**config.mk**
```make
export PLATFORM = sky130hd
export DESIGN_NAME = iirld2_round_sat
export DESIGN_NICKNAME = d
export VERILOG_FILES = /design/src/sv/iir_lowpass_decimate_by_two_assert.svh /design/src/sv/iirld2_round_sat.sv
export SDC_FILE = /design/constraint.sdc
export NUM_CORES = 1
export LEC_CHECK = 0
export BUFFER_PORTS_ARGS = -buffer_cell sky130_fd_sc_hd__buf_2
export CAP_MARGIN = 20
export CORE_MARGIN = 10
export CORE_UTILIZATION = 41
export DETAILED_ROUTE_END_ITERATION = 16
export GPL_TIMING_DRIVEN = 0
export PLACE_DENSITY = 0.94
export SLEW_MARGIN = 40
export SYNTH_ARGS = -nofsm -noshare
export SYNTH_HDL_FRONTEND = slang
export SYNTH_SLANG_ARGS = --single-unit
```
**constraint.sdc**
```tcl
create_clock -name vclk -period 3.56
set_input_delay 0.356 -clock vclk [all_inputs]
set_output_delay 0.356 -clock vclk [all_outputs]
set_load 0.01 [all_outputs]
```
**src/sv/iir_lowpass_decimate_by_two_assert.svh**
```systemverilog
// ----------------------------------------------------------------------------
// iir_lowpass_decimate_by_two_assert.svh
// Assertion macros shared by the decimating low-pass filter.
// ----------------------------------------------------------------------------
`ifndef IIR_LOWPASS_DECIMATE_BY_TWO_ASSERT_SVH
`define IIR_LOWPASS_DECIMATE_BY_TWO_ASSERT_SVH

// same-cycle implication, checked outside reset
`define IIRLD2_ASSERT_NOW(label, pre, post, msg) \
   label: assert property (@(posedge clock) disable iff (reset) (pre) |-> (post)) \
      else $error(msg);

// next-cycle implication, checked outside reset
`define IIRLD2_ASSERT_NEXT(label, pre, post, msg) \
   label: assert property (@(posedge clock) disable iff (reset) (pre) |=> (post)) \
      else $error(msg);

`endif

```
**src/sv/iirld2_round_sat.sv**
```systemverilog
// ----------------------------------------------------------------------------
// iirld2_round_sat
// Signed right shift with round half up, saturated to the output width.
// ----------------------------------------------------------------------------
module iirld2_round_sat #(
   parameter int IN_W  = 80,
   parameter int SHIFT = 30,
   parameter int OUT_W = 40
) (
   input  logic signed [IN_W-1:0]  din,
   output logic signed [OUT_W-1:0] dout
);

   localparam int SUM_W = IN_W + 1;
   localparam logic [SUM_W-1:0] HALF = SUM_W'(1) << (SHIFT - 1);

   logic        [SUM_W-1:0]   sum;
   logic signed [SUM_W-1:0]   shifted;
   logic        [SUM_W-OUT_W:0] hi;

   // add half an LSB, then arithmetic shift
   assign sum     = {din[IN_W-1], din} + HALF;
   assign shifted = $signed(sum) >>> SHIFT;

   // in range when every bit above the output sign agrees with it
   assign hi = shifted[SUM_W-1:OUT_W-1];

   always_comb begin
      if ((~|hi) || (&hi)) begin
         dout = shifted[OUT_W-1:0];
      end else if (shifted[SUM_W-1]) begin
         dout = {1'b1, {(OUT_W-1){1'b0}}};
      end else begin
         dout = {1'b0, {(OUT_W-1){1'b1}}};
      end
   end

endmodule

```
* Yosys cells after proc, flatten, opt, wreduce, memory -nomap -nowiden
Cells that the tools add are included.
** Storage, ports and cells
- Register bits :: 0
- Word-level logic and storage cells :: 7
- Output and inout bits :: 40
** Operators by class
- Reduce and logical (&&, ||, !) cells :: 4
- Muxes and demuxes :: 2
- Add/subtract/negate cells :: 1
** Operators with widths (number)
- adder 80 x 31 -> 81 bit, second input constant :: 1
- 2-to-1 mux 40 bit :: 2
- AND reduction 12 bit :: 1
- OR reduction 12 bit :: 1
- logical NOT 1 bit :: 1
- logical OR 1 bit :: 1

* Logic depth before layout (Yosys ltp)
Gate-level depths: netlist of the first run.
- Depth in word-level cells :: 5
- Mapped depth :: 11

* Worst setup path after synthesis of the first run
Ideal clock, no wire load.
- Kind :: input to output
- Start point :: in din[41]
- End point :: out dout[28]
- Data arrival time :: 2435 ps
- Required time :: 3204 ps
- Path buffers :: 2
- Slack :: 769 ps
- Stages on the path :: 10
- Cell sequence :: and4_2 > nand4_2 > or2_4 > or4_1 > a31oi_1 > nor4_1 > a31o_1 > buf_4 > buf_6 > a21oi_2
** On the way
- Cells in the longest elaborated chain, start to end :: 5
** RTL lines
- from (decl) :: line iirld2_round_sat.sv:10 : input logic signed [IN_W-1:0] din,
- adder 80 x 31 -> 81 bit * :: line iirld2_round_sat.sv:22 : assign sum = {din[IN_W-1], din} + HALF;
- OR reduction 12 bit :: line iirld2_round_sat.sv:29 : if ((~|hi) || (&hi)) begin
- logical NOT 1 bit :: line iirld2_round_sat.sv:29
- logical OR 1 bit :: line iirld2_round_sat.sv:29
- 2-to-1 mux 40 bit * :: line iirld2_round_sat.sv:29
- to (decl) :: line iirld2_round_sat.sv:11 : output logic signed [OUT_W-1:0] dout
Mark *: on every way between the ends. The rest lies on a longest branch, timed or not.

* Final worst setup path of the first run
- Start point :: in din[31]
- End point :: out dout[37]
The elaborated chain is that of the path after synthesis.

==> results of run 1 <==
[per-stage QoR]
stage	hold slack, ps	instance area [sq um]	utilization
2_1_floorplan	829.5	1384	-
3_3_place_gp	1090	1892	0.5714
5_1_grt	1115	1898	0.5733
3_5_place_dp	1093	1892	0.5714
6_report	1113	1898	0.5733
4_1_cts	1095	1892	0.5714
[cell usage in the layout (no fill, tap or decap), types with 3 or more instances in the layout]
master | synthesis | routed
buf_2 | 4 | 94
a21oi_1 | 30 | 30
xor2_1 | 29 | 29
nand2_1 | 20 | 20
nand3_1 | 20 | 20
xnor2_1 | 13 | 13
nand4_1 | 10 | 10
nor2_1 | 10 | 10
a21oi_2 | 10 | 10
nor3_1 | 9 | 9
and2_1 | 8 | 8
and4_1 | 6 | 6
and3_1 | 6 | 6
inv_1 | 6 | 6
nor4_1 | 4 | 3
a31oi_1 | 3 | 3
[area by class of cell]
| class | count | area, sq um |
|---|---|---|
| fill | 348 | 1413 |
| multi-input combinational | 201 | 1306 |
| timing repair buffer | 90 | 450.4 |
| buffer | 10 | 61.31 |
| tap | 46 | 57.56 |
| inverter | 6 | 22.52 |
[what timing repair did]
action                                  in CTS  in global routing
hold endpoints to repair                     0                  0
gates resized for setup                      0                  1
setup buffers                                0                  0
endpoints found under the setup margin       0                 28
[per-layer routing]
metal,share of wire,track usage,vias to the layer above
met1,0.42,0.1858,888
li1,-,-,979
met5,0,0,-
met2,0.51,0.2903,64
met3,0.064,0.02961,2
met4,0.0042,0.01254,0
[path summary, 6_finish.rpt]
path                start        to  cells after the start
setup / recovery  din[31]  dout[37]                     13
hold / removal    din[68]  dout[38]                      4
[kinds of logic after synthesis]
kind of cell	after synthesis	share of synthesized area
xor gates and xnor gates	42	0.2658
muxes	2	0.01447
AOI/OAI and AO/OA	52	0.2351
and+or+nand+nor	104	0.4150
adders and majority gates	1	0.009040
buffers and inverters	16	0.06058
[power by group through the flow]
stage                     Clock, mW  Sequential, mW  Combinational [mW]
after floorplan                   0               0              0.0756
after global placement            0               0               0.152
after detailed placement          0               0               0.157
after CTS                         0               0               0.158
after global routing              0               0               0.175
final                             0               0               0.158
==> metrics, run 1 <==
status complete, no violations; Crit Path Max Fanout 10; clock share of power 0; ANT cells 0; vias in the first global route around 2000; GRT overflow 0; Vias per Instance approximately 5.5; share of cells above drive strength 1 0.3681; Max Cap Viol 0; WS Path Type primary input to output port; CP max-delay cell a2111oi_0; sequential share of power 0; die height just under 80 um; CP endpoint kind output port; Core Area 3311 sq um; CP most frequent cell buf_2; routed length per instance approximately 15 um; DRT antenna net count 0; Net Switching around 0.09 mW; crit path launch type primary input; Synth top area share 0.1835; Power, Total 0.1583 mW; sequential cell area 0 sq um; crit path time final about 3300 ps; Worst path max stage delay around 420 ps; endpoints failing setup 0; Place WS around 190 ps; syn_area_per_cell around 6.4 sq um; critical path, cell by cell buf_2 -> and3_1 -> and2_1 -> clkbuf_1 -> nand4_1 -> a2111oi_0 -> a31oi_1 -> nor4_1 -> a31o_1 -> buf_4 -> buf_6 -> a21oi_2 -> buf_2; most frequent cell after synthesis a21oi_1; dpl hpwl between 4 and 5 mm; CLK BUF 0; Comb power frac 1.000; DRT iter0 DRCs 83; total iterations of the first detailed-routing run 4; Vias slightly below 2000; die width 78.10 um; Hold Buf Count CTS 0; data arrival time of the critical path between 2000 and 3000 ps; crit path buf inv count 5; first-pass GRT wire length around 8.7 mm; initial cell density of the core 0.4180; placed cell count 353; drc violations 0; Cell Area, Synth 1384 sq um; post-synth top area cell xor2_1; Final #Nets 390; initial antenna violation count 0; Sw Share 0.5709; P_leak between 0.7 and 0.8 nW; CP required roughly 3200 ps; Worst-Margin Slew between 600 and 700 ps; sequential cells 0; total negative slack 0 ps; fmax a little over 0.3 GHz; pins over their slew limit 0; Max VDD drop around 0.036 mV; GP Congestion slightly above 0.9; # IOs 120; drt total wl around 5.2 mm; largest net degree at the start of global routing 11; dominant cells by area after synthesis xor2_1 (18%), a21oi_1 (11%), xnor2_1 (8.2%); Slew HR 0.5961; cell row count 21; Area growth, synth to finish 37.16%; die footprint slightly above 6000 sq um; delay-heaviest family, CP buffers and inverters; sequential share of the synthesized area 0; Setup WS post-layout approximately 260 ps; unrepaired setup endpoints after global routing false; synth warn 0; port bufs 90; final period utilization 0.9261; GRT Overall Usage 0.1559; final non-filler cell total between 300 and 400; Tightest Hold Check Type primary input to output port; Final Hold Viols 0; Yosys cell types 39; most frequent cells after synthesis a21oi_1 (30), xor2_1 (29), nand2_1 (20), nand3_1 (20), xnor2_1 (13); Pint about 0.068 mW; Syn Inst Count around 220; Pwr Density approximately 83 nW/um^2; Syn Nets 298
Power figures use the tool's default switching activity.
==> inputs of run 2 (changes only) <==
==> constraint.sdc (replaced) <==
create_clock -name vclk -period 3.56
set_input_delay 0.356 -clock vclk [all_inputs]
set_output_delay 0.356 -clock vclk [all_outputs]
set_load 0.02 [all_outputs]
==> metrics, run 2 (synthesis results as in run 1) <==
Power, Total between 0.15 and 0.2 mW; placed cell areas around 1900 sq um; DRT antenna net count 0; Vias per Instance ~5.4; GRT Overall Usage 0.1559; post-CTS setup buffers 0; CLK BUF 0; total negative slack 0 ps; Hold Buf Count CTS 0; final period utilization 0.9218; total iterations of the first detailed-routing run 4; Max Cap Viol 0; port bufs 90; Area growth, synth to finish 36.89%; sequential cells 0; # IOs 120; Slew HR 0.5882; Crit Path Max Fanout 10; drc violations 0; DRT iter0 DRCs 70; Tightest Hold Check Type primary input to output port; Multi-input gate area approximately 1300 sq um; share of cells above drive strength 1 0.3693; die footprint between 6000 and 7000 sq um; unrepaired setup endpoints after global routing false; data arrival time of the critical path roughly 2900 ps; initial cell density of the core 0.4180; routed length per instance around 15 um; Worst-Margin Slew 612.1 ps; first-pass GRT wire length ~8.7 mm; dpl hpwl between 4 and 5 mm; crit path launch type primary input; crit path time final 3282 ps; commonest non-fill, non-tap cell in the layout buf_2; ANT cells 0; fmax just over 0.3 GHz; pins over their slew limit 0; most frequent cells in the layout buf_2 (94), a21oi_1 (30), xor2_1 (29); drt total wl just over 5 mm; vias in the first global route between 1500 and 2000; status complete, no violations; largest net degree at the start of global routing 11; CP endpoint kind output port; Pwr Density ~93 nW/um^2; die height around 78 um; Core Area approximately 3300 sq um; P_leak around 0.79 nW; Final Hold Viols 0; Max VDD drop slightly below 0.04 mV; endpoints failing setup 0; Post-CTS Resized 0; sequential cell area 0 sq um; GP Congestion 0.9164; WS Path Type primary input to output port; initial antenna violation count 0; Vias around 1900; GRT overflow 0; Final #Nets roughly 390; cell row count 21; die width slightly below 80 um; Finished Cell Area around 1900 sq um; Filler cells 350; CP required approximately 3200 ps
## run 2: worst paths after layout
check                 startpoint       end  slack (ps)  depth (start not counted)
worst max-delay path     din[49]  dout[38]         280                         12
worst min-delay path     din[44]  dout[14]        1130                          4
## run 2: routing by layer
metal | up-vias | global-route usage | wire [um]
met1 | 877 | 0.1858 | 2126
met4 | 0 | 0.01254 | 22
met2 | 63 | 0.2903 | 2679
met5 | - | 0 | 0
li1 | 976 | - | -
met3 | 2 | 0.02961 | 334
## run 2: area by class of cell
type | count | area share
tap | 46 | 0.03038
multi-input combinational | 201 | 0.6896
buffer | 9 | 0.03038
timing repair buffer | 90 | 0.2378
inverter | 6 | 0.01189
## run 2: worst max-delay path, cell delays in order
cell     delay [ps]
buf_2           130
and4_4          270
nand4_1         200
or2_4           310
or4_1           510
a31oi_1         180
nor4_1           90
nor2b_1         200
buf_2           270
buf_6           190
a21oi_1          50
buf_2           160
## run 2: power breakdown
group	switching [mW]	internal, mW	total, mW
Clock	0	0	0
Sequential	0	0	0
Combinational	0.108	0.0681	0.177
Total	0.108	0.0681	0.177
## run 2: through the flow
step / utilization / hold slack (ps) / std cells / setup WS (ps)
2_1_floorplan: - / 867.0 / 217 / 663.2
3_3_place_gp: 0.5714 / 1109 / 353 / 191.2
3_5_place_dp: 0.5714 / 1112 / 353 / 171.6
4_1_cts: 0.5714 / 1114 / 353 / 161.8
5_1_grt: 0.5722 / 1134 / 352 / 71.78
6_report: 0.5722 / 1133 / 352 / 278.3
