===== src/sv/iir_lowpass_decimate_by_two_assert.svh =====
// ----------------------------------------------------------------------------
// iir_lowpass_decimate_by_two_assert.svh
// Assertion macros shared by the decimating low-pass filter.
// ----------------------------------------------------------------------------
`ifndef IIR_LOWPASS_DECIMATE_BY_TWO_ASSERT_SVH
`define IIR_LOWPASS_DECIMATE_BY_TWO_ASSERT_SVH

// same-cycle implication, checked outside reset
`define IIRLD2_ASSERT_NOW(label, pre, post, msg) \
   label: assert property (@(posedge clock) disable iff (reset) (pre) |-> (post)) \
      else $error(msg);

// next-cycle implication, checked outside reset
`define IIRLD2_ASSERT_NEXT(label, pre, post, msg) \
   label: assert property (@(posedge clock) disable iff (reset) (pre) |=> (post)) \
      else $error(msg);

`endif


===== src/sv/iirld2_pkg.sv =====
// ----------------------------------------------------------------------------
// iirld2_pkg
// Shared constants, coefficient tables and types of the decimating filter.
// ----------------------------------------------------------------------------
package iirld2_pkg;

   // default widths
   localparam int SAMPLE_BITS_DEF     = 24;
   localparam int GUARD_FRAC_BITS_DEF = 16;
   localparam int COEF_FRAC_BITS_DEF  = 30;

   // filter order (feedback taps, cells in the chain)
   localparam int TAPS = 8;

   // coefficients as stored, Q6.30; feed-forward is symmetric (a8..a5 = a0..a3)
   localparam int TABLE_FRAC = 30;
   localparam longint FF_Q30 [0:4] = '{
      64'sd372685, 64'sd2981480, 64'sd10435180, 64'sd20870361, 64'sd26087951
   };
   localparam longint FB_Q30 [0:TAPS-1] = '{
      -64'sd4150629895, 64'sd8871755212, -64'sd12556236526, 64'sd12643966803,
      -64'sd9174273629, 64'sd4677113403, -64'sd1540078000, 64'sd255701413
   };

   // per-cell control
   typedef struct packed {
      logic advance;  // an item moves through the chain this cycle
      logic clear;    // the item starts a block: neighbor sums count as zero
   } cell_ctrl_type;

   // rescale a Q6.30 value to cf fraction bits, rounding half up when narrowing
   function automatic longint scale_coef(longint q, int cf);
      longint half;
      half = 64'sd0;
      if (cf >= TABLE_FRAC) begin
         return q <<< (cf - TABLE_FRAC);
      end
      half = 64'sd1 <<< (TABLE_FRAC - cf - 1);
      return (q + half) >>> (TABLE_FRAC - cf);
   endfunction

   // feed-forward coefficient a_k, k = 0..TAPS
   function automatic longint ff_coef(int k, int cf);
      int fi;
      fi = (k <= 4) ? k : TAPS - k;
      return scale_coef(FF_Q30[fi], cf);
   endfunction

   // negated feedback coefficient -b_k, k = 1..TAPS (negated after rounding)
   function automatic longint fb_coef_neg(int k, int cf);
      return -scale_coef(FB_Q30[k-1], cf);
   endfunction

endpackage


===== src/sv/iirld2_cell.sv =====
// ----------------------------------------------------------------------------
// iirld2_cell
// One section of the transposed filter: holds a partial sum of the exact
// accumulator and passes it toward the head of the chain.
// ----------------------------------------------------------------------------
module iirld2_cell #(
   parameter int     HIST_W  = 40,
   parameter int     COEF_W  = 35,
   parameter int     ACC_W   = 76,
   parameter longint A_COEF  = 64'sd0,
   parameter longint NB_COEF = 64'sd0
) (
   input  logic                         clock,
   input  logic                         reset,
   input  iirld2_pkg::cell_ctrl_type    ctrl,
   input  logic signed [HIST_W-1:0]     x_g,     // input sample with guard bits
   input  logic signed [HIST_W-1:0]     y_fb,    // new filtered value
   input  logic signed [ACC_W-1:0]      s_down,  // sum of the next cell
   output logic signed [ACC_W-1:0]      s_up     // this cell's sum
);

   localparam int PROD_W = HIST_W + COEF_W;
   localparam logic signed [COEF_W-1:0] A_C  = COEF_W'(A_COEF);
   localparam logic signed [COEF_W-1:0] NB_C = COEF_W'(NB_COEF);

   logic signed [PROD_W-1:0] ff_p;
   logic signed [PROD_W-1:0] fb_p;
   logic signed [ACC_W-1:0]  s_ff;
   logic signed [ACC_W-1:0]  s_in;

   // feed-forward and feedback terms of this tap
   assign ff_p = A_C * x_g;
   assign fb_p = NB_C * y_fb;

   // add the neighbor's sum unless the block restarts
   always_comb begin
      s_in = ACC_W'(ff_p) + ACC_W'(fb_p);
      if (!ctrl.clear) begin
         s_in = s_in + s_down;
      end
   end

   always_ff @(posedge clock) begin
      if (reset) begin
         s_ff <= '0;
      end else if (ctrl.advance) begin
         s_ff <= s_in;
      end
   end

   assign s_up = s_ff;

endmodule


===== config.mk =====
export PLATFORM = sky130hd
export DESIGN_NAME = iirld2_cell
export DESIGN_NICKNAME = d
export VERILOG_FILES = /design/src/sv/iir_lowpass_decimate_by_two_assert.svh /design/src/sv/iirld2_pkg.sv /design/src/sv/iirld2_cell.sv
export SDC_FILE = /design/constraint.sdc
export NUM_CORES = 1
export LEC_CHECK = 0
export BUFFER_PORTS_ARGS = -buffer_cell sky130_fd_sc_hd__buf_2
export CAP_MARGIN = 20
export CORE_MARGIN = 2
export CORE_UTILIZATION = 40
export CTS_CLUSTER_SIZE = 24
export DETAILED_ROUTE_END_ITERATION = 7
export GPL_TIMING_DRIVEN = 0
export HOLD_SLACK_MARGIN = 0.08
export PLACE_DENSITY = 0.89
export SYNTH_ARGS = -nofsm -noshare
export SYNTH_HDL_FRONTEND = slang
export SYNTH_SLANG_ARGS = --single-unit

===== constraint.sdc =====
create_clock -name clock -period 0.9 [get_ports clock]
set_input_delay 0.18 -clock clock [delete_from_list [all_inputs] [get_ports clock]]
set_output_delay 0.18 -clock clock [all_outputs]
set_load 0.005 [all_outputs]

# Word-level counts from Yosys, hierarchy flattened
# Index checks and enable logic that the tools add are counted.
[totals]
wordCells = 2
register_bits = 76
[classes]
n_mux = 1
[ops]
columns = ["op", "n"]
rows = [
  ["$mux 76", 1],
]

# Logic depth before layout (Yosys ltp)
# Gate-level depths: netlist of the first run.
[depth]
word_depth = 1
ltp_mapped = 5
mapped_depth_nobuf = 2

# Least setup slack after synthesis of the first run
# Ideal clock, no wire load.
[synth_timing]
path_type = "input to register"
start = "input ctrl[1] (netlist name)"
end = "register s_ff[70] (netlist: s_up[70])"
arrival_time_ps = 763
cell_stages = 5
slack_ps = 71
setup_time_ps = 66
required_ps = 834
cell_sequence = "buf_6 buf_12 buf_8 nand2b_4 a21oi_2"
[synth_lines]
columns = ["element", "line_no", "source"]
rows = [
  ["from (decl)", "iirld2_cell.sv:15", "input iirld2_pkg::cell_ctrl_type ctrl,"],
  ["to (signal assigned)", "iirld2_cell.sv:47", "s_ff <= s_in;"],
  ["to (decl)", "iirld2_cell.sv:28", "logic signed [ACC_W-1:0] s_ff;"],
]

# Worst setup path in the final report of the first run
[layout_timing]
start = "register s_ff[72] (netlist: s_up[72])"
end = "output s_up[72]"
[layout_lines]
columns = ["element", "line_no", "source"]
rows = [
  ["to (decl)", "iirld2_cell.sv:19", "output logic signed [ACC_W-1:0] s_up"],
]
# No word-level cell between the ends.

==> results.md, run 1 <==
* Multiplexer share of the synthesized area at 0
* Tmin final at 0.972 ns
* Comb power frac at 0.130
* TNS Setup at -3.80 ns
* First DRT Iteration DRCs at 76
* Filler cell count at 653
* Drt wl/cell at 14.2 um
* Failing checks: negative setup slack
* Worst slew pin tran at 0.451 ns
* HPWL after detailed placement at 6240 um
* CTS tree: built
* Number of detailed-routing iterations run before antenna repair at 6
* # IOs at 236
* Compound-gate portion of the synthesized area at 0.123
* Synth Area in XOR/XNOR at 0
* Max-slew violations at 0
* CTS clk-pin slew, worst paths at 0.08 ns
* CTS H-tree lvls at 3
* Leading area contributor after synthesis: dfxtp_1
* Worst-path cell chain: buf_2
* NetSw at ~1.7 mW
* Final WS setup at -0.0719 ns
* Pin count of the biggest net entering global routing at 14
* FF/Latch Area at 1620 um^2
* First-pass GRT wire length at 13500 um
* Initial Util at 0.414
* Sw Ratio at 0.234
* Antenna-violating nets left at 0
* Top cells by area, synth: dfxtp_1 (47%), nand3b_1 (18%), nand2b_1 (14%)
* Dpl ws at -0.0642 ns
* Placeable Area at 7770 um^2
* CP delay by family, top: flip-flops
* Sequential area share after synthesis at 0.473
* Final weighted congestion in routability-driven placement at 0.786
* CP endpoint kind: output pin
* Area Growth Syn to Fin at 47.0%
* Syn nets at 497
* CP Data Arrival Time at 0.79 ns
* Core Rows at 32
* Synth Cell Area at 3220 um^2
* Main combinational cell family by area after synthesis: simple AND/OR/NAND/NOR gates
* Crit start category: flip-flop
* Synth Area in Simple Gates at 0.334
* Cell count after synthesis at 337
* Synthesized area per cell at 9.55 um^2
* Max cap viols at 0
* Critical path class: reg -> out
* Final setup viols at 76
* Crit path largest cell delay at 0.35 ns
* Max FFs per register at 76
* Slowest CP cell: dfxtp_2
* Antenna violations before repair at 0
* Ant. Diodes at 0
* Commonest non-fill, non-tap cell in the layout: buf_2
* Die Y at 93.7 um
* Static Leak at 2.04 nW
* GRT Total Usage at 0.193
* NumNets Final at a little under 700
* Area occupied by multi-input gates at 1470 um^2
* Cell-internal power at 5.72 mW
* Normalized max-slew margin at 0.699
* Die X at approximately 94 um
* WL final at 8890 um
* Final period util at 1.08
* Total Power at 7.46 mW
* PortBufs at 152
* Die area at 8780 um^2
* Residual DRC at 0
* CP bufs+invs at 1
* Worst Hold Class: in -> reg
* RSZ-0062 raised after global routing: yes
* Cell chosen for the clock root: clkbuf_8
* Max Clk Rate at 1030 MHz
* Max VDD drop at 0.849 mV
* Vias in the first global route at 2994
* Most frequent cells in the layout: buf_2 (140), nand3b_1 (76), dfxtp_2 (76)
* Ys Warns at 0
* #FFs+latches synth at 76
* Sequential Power Share at 0.481
* Clock network fraction of design power at 0.389
* Req. time, crit path at 0.72 ns
* Total vias in the final route at 3087
* Distinct cells, synth at 11
* Pwr dens at 1580 nW/um^2
* DR vias/cell at 4.92
* Clock latency on the worst-skew pair at 0.33 ns
* CP max FO at 2
* Final Hold Viols at 0
* Share of the synthesized area in the top cell type at 0.473
* Num CTS Buffers at 9
* Clock sink count at 76
* Post-synthesis adder-cell area fraction at 0
* Gr ovfl total at 0
* Ratio of cells with drive above 1 in the final layout at 0.555
* Status: complete, but fails checks
* Skew final at 0 ns
* Clock Tree Buf Depth at 2
-- synth_stat cells --
cell type	number
nand2b_1	72
a21oi_1	72
dfxtp_1	76
buf_8	1
buf_2	11
buf_6	8
buf_12	1
nand3b_1	76
nand2b_4	4
a21oi_2	4
clkbuf_1	12
-- final cells by class --
class	count	share of cell area
buffer	33	0.0476
clock buffer	11	0.0299
clock inverter	5	0.0177
multi-input combinational	228	0.311
sequential	76	0.342
tap	102	0.0270
timing repair buffer	173	0.225
-- power by group through the flow --
stage          Sequential [mW]  Combinational, mW  Clock [mW]
6_report                  3.59              0.972        2.90
5_1_grt                   3.60               1.06        3.11
4_1_cts                   3.58              0.929        2.97
3_5_place_dp              3.64              0.873           0
3_3_place_gp              3.63              0.847           0
2_1_floorplan             3.65              0.459           0
-- through the flow --
stage               instances  instance area (um^2)  hold WS [ns]  utilization
CTS                       621                  4580        0.0803        0.590
detailed placement        591                  4110         0.456        0.529
global route              628                  4730        0.0835        0.609
global placement          591                  4110         0.450        0.529
floorplan                 337                  3220         0.344            -
finish                    628                  4730         0.102        0.609
-- cells by family after synthesis --
logic type | after synthesis
flops | 76
buf+inv | 33
compound gates | 76
simple gates | 152
-- per-layer routing --
| metal | GRT usage | vias to the layer above | part of all wire |
|---|---|---|---|
| met3 | 0.0562 | 6 | 0.073 |
| li1 | - | 1507 | - |
| met5 | 0 | - | 0 |
| met2 | 0.347 | 115 | 0.52 |
| met1 | 0.219 | 1459 | 0.40 |
| met4 | 0.0592 | 0 | 0.0079 |
-- path summary, 6_finish.rpt --
kind	start	end	slack [ns]	cells after the start
max reg2reg	s_up[51]$_SDFFE_PP0P_	s_up[51]$_SDFFE_PP0P_	0.10	4
min	s_down[46]	s_up[46]$_SDFFE_PP0P_	0.10	3
min reg2reg	s_up[69]$_SDFFE_PP0P_	s_up[69]$_SDFFE_PP0P_	0.47	2
max	s_up[72]$_SDFFE_PP0P_	s_up[72]	-0.07	1
-- what timing repair did --
item | CTS | global route
setup endpoints to repair | 76 | 76
endpoints found under the hold margin | 1 | 0
setup buffers | 13 | 7
hold buffers | 1 | 0
cloned | 0 | 0
resized for setup | 84 | 15
Note: power is estimated with default switching activity, not from simulation.
==> inputs of run 2 (changes only) <==
--- a/config.mk
+++ b/config.mk
@@ -5,10 +5,11 @@
 export SDC_FILE = /design/constraint.sdc
 export NUM_CORES = 1
 export LEC_CHECK = 0
+export ABC_AREA = 1
 export BUFFER_PORTS_ARGS = -buffer_cell sky130_fd_sc_hd__buf_2
 export CAP_MARGIN = 20
 export CORE_MARGIN = 2
-export CORE_UTILIZATION = 40
+export CORE_UTILIZATION = 39
 export CTS_CLUSTER_SIZE = 24
 export DETAILED_ROUTE_END_ITERATION = 7
 export GPL_TIMING_DRIVEN = 0
==> run 2 against run 1 <==
Effect of this change: the flow still finishes with violations (negative setup slack); first-iteration DRC count is 32% higher; count of clock-buffer cells in the layout stayed put; utilization is 1.0 points higher; final area is 0.40% lower; combinational power is 6% higher; highest routed layer unchanged; sequential power hardly changed; synthesized cell count is 0.59% higher; critical path depth stayed put; setup slack worse by 0.0070 ns; wire length is 1.2% higher; cell count is 2.2% higher; largest cell class unchanged; critical path type unchanged.
==> results.md, run 2 <==
* Max cap viols at 0
* First DRT Iteration DRCs at 100
* Gr ovfl total at 0
* Most frequent cells in the layout: buf_2 (134), nand3_1 (76), dfxtp_2 (76)
* Dpl ws at -0.223 ns
* Normalized max-slew margin at 0.702
* WL final at 9000 um
* Static Leak at 2.08 nW
* Final setup viols at 76
* Syn nets at 499
* Crit start category: flip-flop
* Num CTS Buffers at 9
* Most frequent cells after synthesis: dfxtp_1 (76), nand3_1 (76), a21oi_1 (46), nand2_1 (46)
* Met3 wire length at 534 um
* Compound-gate portion of the synthesized area at 0.163
* Skew final at 0 ns
* RR Endpoint: s_up[36]$_SDFFE_PP0P_
* Worst slew pin tran at approximately 0.45 ns
* Cell count after synthesis at ~340
* CP delay by family, top: flip-flops
* Crit path largest cell delay at 0.35 ns
* Failing checks: negative setup slack
* Antenna violations before repair at 0
* NumNets Final at 696
* Top sig layer: met4
* Post-synth EDFFs at 0
* HPWL after detailed placement at around 6000 um
* Commonest non-fill, non-tap cell in the layout: buf_2
* Drt wl/cell at 14.0 um
* Clock sink count at 76
* R2R depth at 4
* Pin count of the biggest net entering global routing at 13
* Max FFs per register at 76
* Cell chosen for the clock root: clkbuf_8
* Total vias in the final route at around 3200
* Core Rows at 32
* Ys Warns at 0
* Final core utilization at 0.619
* Synth Area in XOR/XNOR at 0
* GRT Total Usage at 0.206
* PortBufs at approximately 150
* RSZ-0062 raised after global routing: yes
* Leading area contributor after synthesis: dfxtp_1
* Synth Cell Area at ~3000 um^2
* CP bufs+invs at 1
* Residual DRC at 0
* Sequential area share after synthesis at 0.504
* Die X at 92.0 um
* Die area at 8450 um^2
* Post-Route M1 WL at 3550 um
* Distinct cells, synth at 14
* Final WS setup at -0.0789 ns
* Antenna-violating nets left at 0
* Synth Area in Simple Gates at 0.246
* Vias in the first global route at 3063
* CTS H-tree lvls at 3
* Worst Hold Depth at 3
* DR WL met2 at 4740 um
* #FFs+latches synth at 76
* Slowest CP cell: dfxtp_2
* Max-slew violations at 0
* Tmin final at 0.979 ns
* Share of the synthesized area in the top cell type at 0.504
* CP endpoint kind: output pin
* Die Y at 92.0 um
* Final weighted congestion in routability-driven placement at about 0.79
* Clock Tree Buf Depth at 2
* # IOs at roughly 240
* CTS tree: built
* Final Hold Viols at 0
* Placeable Area at around 7600 um^2
* Ant. Diodes at 0
* Area Growth Syn to Fin at 56.2%
* CP max FO at 2
* Main combinational cell family by area after synthesis: simple AND/OR/NAND/NOR gates
* Post-DP Area at 3910 um^2
* Final period util at 1.09
* Initial Util at 0.397
* Worst min-delay path startpoint: s_down[67]
* Worst-path cell chain: buf_2
* Ratio of cells with drive above 1 in the final layout at 0.670
* Top cells by area, synth: dfxtp_1 (50%), nand3_1 (13%), a21oi_2 (8.7%)
* Hold slack at 0.0953 ns
* Multiplexer share of the synthesized area at 0
* Main synth FF type: dfxtp_1
* CP Data Arrival Time at 0.80 ns
* First-pass GRT wire length at 14200 um
* Reg-to-reg startpoint: s_up[36]$_SDFFE_PP0P_
* Ys async rst share at 0
* CTS clk-pin slew, worst paths at about 0.08 ns
* Status: complete, but fails checks
* Pwr dens at roughly 1600 nW/um^2
* Synthesized area per cell at around 9 um^2
* Post-synthesis adder-cell area fraction at 0
* Worst Hold Class: in -> reg
* Max VDD drop at 0.862 mV
* DR vias/cell at about 4.9
* Clock latency on the worst-skew pair at 0.33 ns
* Hold endpoint: s_up[67]$_SDFFE_PP0P_
* Max Clk Rate at 1020 MHz
* Number of detailed-routing iterations run before antenna repair at 6
* R2R Setup Slk at 0.10 ns
* Final Instance Area at 4710 um^2
* Critical path class: reg -> out
* TNS Setup at -4.27 ns
* Req. time, crit path at about 0.72 ns
run 2: timing repair:
action	CTS	global route
endpoints found under the setup margin	76	76
gates resized for setup	94	16
hold buffers	3	0
hold endpoints to repair	3	0
cloned	0	0
setup buffers	24	6
run 2: layout make-up:
cell class | count | area (um^2)
fill | 642 | 2900
clock inverter | 4 | 97.6
tap | 102 | 128
multi-input combinational | 228 | 1230
clock buffer | 11 | 141
sequential | 76 | 1620
inverter | 2 | 8.76
buffer | 33 | 253
timing repair buffer | 186 | 1230
run 2: logic make-up after synthesis:
family | Yosys count
compound gates | 76
buf+inv | 35
flops | 76
simple gates | 152
run 2: worst max path at each step:
stage	from	to	slack (ns)	depth (start not counted)
after floorplan	ctrl[1]	s_up[34]$_SDFFE_PP0P_	0.06	6
after global placement	ctrl[0]	s_up[72]$_SDFFE_PP0P_	-0.18	6
after detailed placement	ctrl[0]	s_up[61]$_SDFFE_PP0P_	-0.22	6
after CTS	s_up[64]$_SDFFE_PP0P_	s_up[64]	-0.09	1
after global routing	s_up[56]$_SDFFE_PP0P_	s_up[56]	-0.13	1
final	s_up[56]$_SDFFE_PP0P_	s_up[56]	-0.08	1
run 2: report_power, final:
group,switching (mW),total (mW),internal (mW)
combinational,0.496,1.03,0.539
sequential,0.0790,3.59,3.51
clock,1.22,3.12,1.91
total,1.79,7.75,5.96
run 2: metal layers:
layer	GRT usage	vias up
met5	0	-
met4	0.0734	0
met3	0.0419	16
met2	0.371	126
met1	0.243	1495
li1	-	1535
run 2: metrics by stage:
step / power [mW] / cells
CTS: 7.74 / 636
global placement: 4.48 / 594
global route: 8.08 / 642
detailed placement: 4.51 / 594
floorplan: 4.11 / 339
finish: 7.75 / 642
run 2: tightest hold or removal path, cell delays in order:
cell and delay [ns]:
buf_2 0.09, nand3_1 0.08, a21oi_2 0.05
==> inputs of run 3 (changes only) <==
--- a/config.mk
+++ b/config.mk
@@ -9,12 +9,12 @@
 export BUFFER_PORTS_ARGS = -buffer_cell sky130_fd_sc_hd__buf_2
 export CAP_MARGIN = 20
 export CORE_MARGIN = 2
-export CORE_UTILIZATION = 39
+export CORE_UTILIZATION = 36
 export CTS_CLUSTER_SIZE = 24
 export DETAILED_ROUTE_END_ITERATION = 7
 export GPL_TIMING_DRIVEN = 0
 export HOLD_SLACK_MARGIN = 0.08
-export PLACE_DENSITY = 0.89
+export PLACE_DENSITY = 0.87
 export SYNTH_ARGS = -nofsm -noshare
 export SYNTH_HDL_FRONTEND = slang
 export SYNTH_SLANG_ARGS = --single-unit
==> constraint.sdc (replaced) <==
create_clock -name clock -period 0.89 [get_ports clock]
set_input_delay 0.178 -clock clock [delete_from_list [all_inputs] [get_ports clock]]
set_output_delay 0.178 -clock clock [all_outputs]
set_load 0.005 [all_outputs]
==> run 3 against run 2 <==
Effect of this change: the flow still finishes with violations (negative setup slack); cell count is 4.7% higher; combinational power is 12% higher; hold slack worse by 0.0011 ns; critical endpoint is now s_up[60]; largest cell class is now buffers; highest routed layer unchanged.
==> results.md, run 3 (same netlist as run 2, synthesis figures left out) <==
* Skew final at 0 ns
* CTS tree: built
* Die area at a little over 9000 um^2
* Drt wl/cell at 14.6 um
* CTS clk-pin slew, worst paths at roughly 0.08 ns
* Max-slew violations at 0
* RSZ-0062 raised after global routing: yes
* Tmin final at 0.971 ns
* Die X at 95.5 um
* DR vias/cell at 4.92
* Pwr dens at 1570 nW/um^2
* Clock latency on the worst-skew pair at 0.33 ns
* # IOs at 236
* Final setup viols at 76
* Total Power at roughly 7.8 mW
* Clock sink count at 76
* CP bufs+invs at 1
* HPWL after detailed placement at 6170 um
* Pin count of the biggest net entering global routing at 13
* Worst slew pin tran at between 0.4 and 0.5 ns
* Normalized max-slew margin at 0.710
* WL final at approximately 10000 um
* Slowest CP cell: dfxtp_2
* Max cap viols at 0
* GRT Total Usage at 0.202
* CP max FO at 2
* Final period util at 1.09
* Static Leak at 2.20 nW
* R2R Setup Slk at 0.07 ns
* PortBufs at between 150 and 200
* Most frequent cells in the layout: buf_2 (129), nand3_1 (76), dfxtp_2 (76)
* Req. time, crit path at 0.71 ns
* Commonest non-fill, non-tap cell in the layout: buf_2
* R2R depth at 4
* Non-Filler Instances at 672
* Ratio of cells with drive above 1 in the final layout at 0.654
* Crit path largest cell delay at 0.34 ns
* Antenna-violating nets left at 0
* Critical path class: reg -> out
* Dpl ws at -0.256 ns
* Status: complete, but fails checks
* Number of detailed-routing iterations run before antenna repair at 4
* Crit start category: flip-flop
* Vias in the first global route at 3161
* Total vias in the final route at roughly 3300
* WP depth at 1
* CP delay by family, top: flip-flops
* Final weighted congestion in routability-driven placement at 0.800
* First-pass GRT wire length at 14300 um
* TNS Setup at -5.01 ns
* Placed insts at 597
* Placeable Area at 8180 um^2
* CTS H-tree lvls at 3
* First DRT Iteration DRCs at 117
* Failing checks: negative setup slack
* Worst Hold Class: in -> reg
* Ant. Diodes at 0
* NumNets Final at roughly 720
* CP endpoint kind: output pin
* Cell chosen for the clock root: clkbuf_8
* Gr ovfl total at 0
* Final Instance Area at ~5000 um^2
* Area Growth Syn to Fin at 65.2%
* Final Hold Viols at 0
* Initial Util at 0.369
* Core Rows at 33
* Final core utilization at 0.610
* Max VDD drop at between 1 and 1.5 mV
* CP Data Arrival Time at 0.79 ns
* Max Clk Rate at 1030 MHz
* Residual DRC at 0
* Antenna violations before repair at 0
* Post-DP Area at 3910 um^2
* Worst Hold Depth at 3
* Clock Tree Buf Depth at 2
* Die Y at 95.5 um
* Hold slack at 0.0942 ns
* Num CTS Buffers at 9
* Worst-path cell chain: buf_2
* Max FFs per register at 76
* Final WS setup at -0.0808 ns
## run 3: cell count changes in the layout (fill, tap and decap cells not counted), sizes merged
cell	before	now
dlygate4sd3	3	21
buf	210	218
clkbuf	17	19
bufinv	3	2
## run 3: power breakdown
part / internal, mW / switching (mW)
sequential: 3.55 / 0.0829
combinational: 0.621 / 0.528
clock: 1.81 / 1.23
total: 5.99 / 1.84
## run 3: timing repair
item,CTS,global route
endpoints found under the setup margin,76,76
buffers inserted,29,9
hold buffers,14,7
resized for setup,86,29
pin swaps,0,0
endpoints found under the hold margin,14,7
## run 3: layer usage
layer	part of all wire	wire length, um	global-route usage	up-vias
met1	0.38	3770	0.212	1557
met5	0	0	0	-
met3	0.078	766	0.0743	15
met2	0.52	5120	0.372	146
li1	-	-	-	1588
met4	0.017	166	0.0643	0
## run 3: layout make-up
type / instances / area (um^2)
sequential: 76 / 1620
buffer: 33 / 253
inverter: 2 / 8.76
tap: 105 / 131
fill: 680 / 3190
clock buffer: 13 / 169
clock inverter: 3 / 67.6
timing repair buffer: 212 / 1510
multi-input combinational: 228 / 1230
## run 3: worst paths after layout
| kind | to | from |
|---|---|---|
| setup / recovery | s_up[60] | s_up[60]$_SDFFE_PP0P_ |
| hold / removal | s_up[75]$_SDFFE_PP0P_ | s_down[75] |
| setup reg to reg | s_up[26]$_SDFFE_PP0P_ | s_up[26]$_SDFFE_PP0P_ |
| hold reg to reg | s_up[33]$_SDFFE_PP0P_ | s_up[33]$_SDFFE_PP0P_ |
